### src/hw/rtl/lftt_pkg.sv
`timescale 1ns / 1ps
// ----------------------------------------------------------------------------
// lftt_pkg
// Shared constants, types and the quarter-wave sine entry function for the
// leg force to joint torque pipeline.
// ----------------------------------------------------------------------------
package lftt_pkg;

    localparam int ANGLE_BITS       = 16;
    localparam int SINE_TABLE_DEPTH = 1024;
    localparam int SIN_W            = 17;
    localparam int LEN_W            = 16;
    localparam int ADDR_W           = 3;
    localparam int DATA_W           = 32;

    localparam logic [63:0] PIH_Q30 = 64'd1686629713;

    localparam logic [LEN_W-1:0] THIGH_RESET = 16'd22938;
    localparam logic [LEN_W-1:0] SHANK_RESET = 16'd21627;

    typedef enum logic {
        REG_THIGH_LENGTH = 1'b0,
        REG_SHANK_LENGTH = 1'b1
    } lftt_reg_t;

    typedef struct packed {
        logic [LEN_W-1:0] thigh;
        logic [LEN_W-1:0] shank;
    } lftt_cfg_t;

    // Q15 sine of the Q30 angle x, from an eight term Taylor series.
    function automatic logic [15:0] sine_entry(input logic [63:0] x);
        logic [63:0] x2;
        logic [63:0] term;
        logic signed [63:0] sum;
        x2   = (x * x) >> 30;
        term = x;
        sum  = signed'(x);
        term = ((term * x2) >> 30) / 64'd6;
        sum  = sum - signed'(term);
        term = ((term * x2) >> 30) / 64'd20;
        sum  = sum + signed'(term);
        term = ((term * x2) >> 30) / 64'd42;
        sum  = sum - signed'(term);
        term = ((term * x2) >> 30) / 64'd72;
        sum  = sum + signed'(term);
        term = ((term * x2) >> 30) / 64'd110;
        sum  = sum - signed'(term);
        term = ((term * x2) >> 30) / 64'd156;
        sum  = sum + signed'(term);
        term = ((term * x2) >> 30) / 64'd210;
        sum  = sum - signed'(term);
        if (sum < 0)
        begin
            sum = 64'sd0;
        end
        sum = (sum + 64'sd16384) >>> 15;
        if (sum > 64'sd32768)
        begin
            sum = 64'sd32768;
        end
        return sum[15:0];
    endfunction

endpackage

### src/hw/rtl/lftt_cfg_regs.sv
`timescale 1ns / 1ps
// ----------------------------------------------------------------------------
// lftt_cfg_regs
// Register port holding the two link lengths.
// ----------------------------------------------------------------------------
module lftt_cfg_regs (
    input  logic                        clk,
    input  logic                        rst_n,
    input  logic                        psel,
    input  logic                        penable,
    input  logic                        pwrite,
    input  logic [lftt_pkg::ADDR_W-1:0] paddr,
    input  logic [lftt_pkg::DATA_W-1:0] pwdata,
    output logic [lftt_pkg::DATA_W-1:0] prdata,
    output logic                        pready,
    output lftt_pkg::lftt_cfg_t         cfg
);

    logic [lftt_pkg::LEN_W-1:0] thigh_reg;
    logic [lftt_pkg::LEN_W-1:0] shank_reg;
    logic                       wr_en;
    lftt_pkg::lftt_reg_t        reg_sel;

    assign pready  = 1'b1;
    assign wr_en   = psel && penable && pwrite;
    assign reg_sel = lftt_pkg::lftt_reg_t'(paddr[2]);

    always_ff @(posedge clk or negedge rst_n)
    begin
        if (!rst_n)
        begin
            thigh_reg <= lftt_pkg::THIGH_RESET;
            shank_reg <= lftt_pkg::SHANK_RESET;
        end
        else if (wr_en)
        begin
            case (reg_sel)
                lftt_pkg::REG_THIGH_LENGTH: thigh_reg <= pwdata[lftt_pkg::LEN_W-1:0];
                lftt_pkg::REG_SHANK_LENGTH: shank_reg <= pwdata[lftt_pkg::LEN_W-1:0];
                default: ;
            endcase
        end
    end

    always_comb
    begin
        case (reg_sel)
            lftt_pkg::REG_THIGH_LENGTH: prdata = 32'(thigh_reg);
            lftt_pkg::REG_SHANK_LENGTH: prdata = 32'(shank_reg);
            default:                    prdata = '0;
        endcase
    end

    assign cfg.thigh = thigh_reg;
    assign cfg.shank = shank_reg;

endmodule

### config.mk
export PLATFORM = sky130hd
export DESIGN_NAME = lftt_cfg_regs
export DESIGN_NICKNAME = d
export VERILOG_FILES = /design/src/hw/rtl/lftt_pkg.sv /design/src/hw/rtl/lftt_cfg_regs.sv
export SDC_FILE = /design/constraint.sdc
export NUM_CORES = 1
export LEC_CHECK = 0
export BUFFER_PORTS_ARGS = -buffer_cell sky130_fd_sc_hd__buf_4
export CAP_MARGIN = 0
export CORE_ASPECT_RATIO = 0.6
export CORE_MARGIN = 4
export CORE_UTILIZATION = 30
export DETAILED_ROUTE_END_ITERATION = 7
export GPL_TIMING_DRIVEN = 0
export PLACE_DENSITY = 0.57
export SYNTH_ARGS = -nofsm -noshare
export SYNTH_HDL_FRONTEND = slang
export SYNTH_SLANG_ARGS = --single-unit
### constraint.sdc
create_clock -name clk -period 0.8 [get_ports clk]
set_input_delay 0.04 -clock clk [delete_from_list [all_inputs] [get_ports clk]]
set_output_delay 0.04 -clock clk [all_outputs]
set_load 0.01 [all_outputs]
==> key figures <==
Drt
  • Antenna-violating nets left: 0
  • Wire per inst: 16.0 µm
  • Initial DRC count: 20
  • Wirelength, routed: 5050 µm
  • Via count: 1300
  • DR vias/cell: 4.11
  • Post-route DRC violation count: 0
  • DRT Pass-1 Iters: 4

Setup path
  • Worst reg-to-reg path cell count: 3
  • Worst EP required: 760 ps
  • Setup crit end kind: output port
  • R2r endpoint: thigh_reg[3]
  • Critical-path maximum fanout: 2
  • Startpoint class of the critical path: register
  • Worst R2R Start: thigh_reg[3]
  • Reg2reg setup slack: -110 ps
  • Worst EP arrival: 1080 ps
  • Setup CP Type: reg -> out

Status
  • Status: complete, but fails checks
  • Failing checks: negative setup slack

Floorplan
  • Die span in y: 64.9 µm
  • Initial core utilization: 0.316
  • IO Pins: 105
  • Die X-Extent: 103 µm
  • FP Rows: 20
  • Die area: 6670 µm²
  • Area of the core: 5130 µm²

Layout
  • Post-route insts no fill: 316
  • Share of layout cells above drive strength 1: 0.820
  • P&R area growth vs syn: 102%
  • # fillers: 400
  • Finished Core Util: 0.637
  • Final net count: 289
  • # diodes: 0

Logic synthesis
  • #FFs+latches synth: 32
  • Largest area contributor in the netlist: dfstp_2
  • Cell Area, Synth: 1620 µm²
  • Mapped Avg Cell Area: 15.4 µm²
  • Synth top area share: 0.276
  • Sequential share of the synthesized area: 0.508
  • Netlist cell types: 10
  • Main area contributors after synthesis: dfstp_2 28%, mux2_2 26%, dfrtp_1 23%
  • Yosys Warn Count: 0
  • Synth Instances: 105

Timing
  • Final setup viols: 76
  • Fin crit period: 1120 ps
  • Hold Slack: 4.84 ps
  • Final Max Slew Viols: 0
  • Final hold vios: 0
  • RSZ-0062 raised after global routing: yes
  • Clock skew: 0 ps
  • Final TNS setup: -13540 ps
  • Fmax: 891 MHz
  • Setup ws final: -322 ps
  • Period utilization: 1.40

Clock network
  • CTS tree: done
  • Clock sink count: 32
  • Clock root cell: clkbuf_8
  • CTS clk-pin slew, worst paths: 70 ps
  • Worst skew pair latency: 270 ps
  • TritonCTS Buffers: 5
  • H-tree depth: 2
  • Clock buffer depth: 2

Power
  • Leakage: 1.71 nW
  • Maximum VDD drop: 1.39 mV
  • Pwr dens: 2340 nW/µm²
  • NetSw: 2.09 mW
  • Net Sw Frac: 0.274
  • Internal power: 5.54 mW
  • Clk pwr share: 0.165
  • Seq pwr share: 0.316
  • Logic pwr share: 0.519

Min path
  • Hold path endpoint: thigh_reg[7]
  • Hold path cells: 2
  • Min-delay src: pwdata[7]
  • Worst hold path class: in -> reg

GRT
  • Largest net degree at the start of global routing: 33
  • GR Util All Layers: 0.155
  • Vias in the first global route: 1459
  • Grt ovf: 0
  • First-pass GRT wire length: 7830 µm
  • Antenna violations before repair: 0

Placed design
  • Dpl cells: 254
  • IO Port Bufs: 68
  • HPWL after detailed placement: 2910 µm
  • GPL Wtd Cong: 0.715

Run
  • Max-cap viol count: 0
metal layers:
layer	global-route usage	up-vias	wire, µm
li1	-	622	-
met1	0.197	629	1990
met2	0.259	43	2640
met3	0.0409	6	352
met4	0.0420	0	68
met5	0	-	0
synth_stat cells:
master	n
dfstp_2	17
conb_1	2
nand4b_4	1
mux2_4	10
buf_2	1
buf_4	17
nand4_4	1
buf_6	3
mux2_2	38
dfrtp_1	15
power by group through the flow:
stage | sequential, mW | clock, mW | combinational [mW]
finish | 2.41 | 1.26 | 3.96
global route | 2.45 | 1.39 | 4.21
CTS | 2.38 | 1.30 | 3.79
detailed placement | 2.44 | 0 | 2.18
global placement | 2.41 | 0 | 2.17
floorplan | 2.55 | 0 | 0.920
how the worst max path moves through the flow:
stage / startpoint / to / slack, ps / cells past startpoint
2_1_floorplan: paddr[2] / thigh_reg[0] / -170 / 4
3_3_place_gp: paddr[2] / thigh_reg[0] / -290 / 4
3_5_place_dp: paddr[2] / thigh_reg[2] / -310 / 4
4_1_cts: thigh_reg[2] / prdata[2] / -320 / 2
5_1_grt: shank_reg[9] / prdata[9] / -360 / 2
6_report: shank_reg[9] / prdata[9] / -320 / 2
area by class of cell:
type,instances,area (µm²),area share
plain buffers,21,183,0.0559
clock buffers,8,90.1,0.0276
multi-input cells,67,818,0.251
flip-flops and latches,32,822,0.252
well taps,66,82.6,0.0253
repair buffers,122,1270,0.389
through the flow:
stage / setup WS [ps] / power (mW) / cell area, µm²
detailed placement: -307 / 4.62 / 2320
finish: -322 / 7.63 / 3270
floorplan: -172 / 3.47 / 1730
global route: -362 / 8.06 / 3270
CTS: -317 / 7.47 / 3170
global placement: -286 / 4.57 / 2320
cell families after synthesis:
| family | share of synthesized area |
|---|---|
| buf+inv | 0.103 |
| flops | 0.508 |
| other cells | 0.00464 |
| mux | 0.357 |
| simple gates | 0.0278 |
critical path: stages, from the launching register on:
cell and delay [ps]:
dfrtp_1 410, mux2_4 280, buf_6 120
repair_timing:
| item | in CTS | in global routing |
|---|---|---|
| setup endpoints to repair | 52 | 78 |
| gates resized for setup | 104 | 21 |
| buffers inserted | 38 | 18 |
| hold buffers | 8 | 3 |
| hold endpoints to repair | 26 | 2 |
layout by cell type, fill, tap and decap left out:
master         count
buf_12             1
buf_2              1
buf_4             41
buf_6             87
buf_8              2
clkbuf_1           2
clkbuf_8           6
conb_1            17
dfrtp_1           15
dfstp_2           17
dlygate4sd3_1     11
mux2_2             3
mux2_4            45
nand4_4            1
nand4b_4           1
Note: power is estimated with default switching activity, not from simulation.
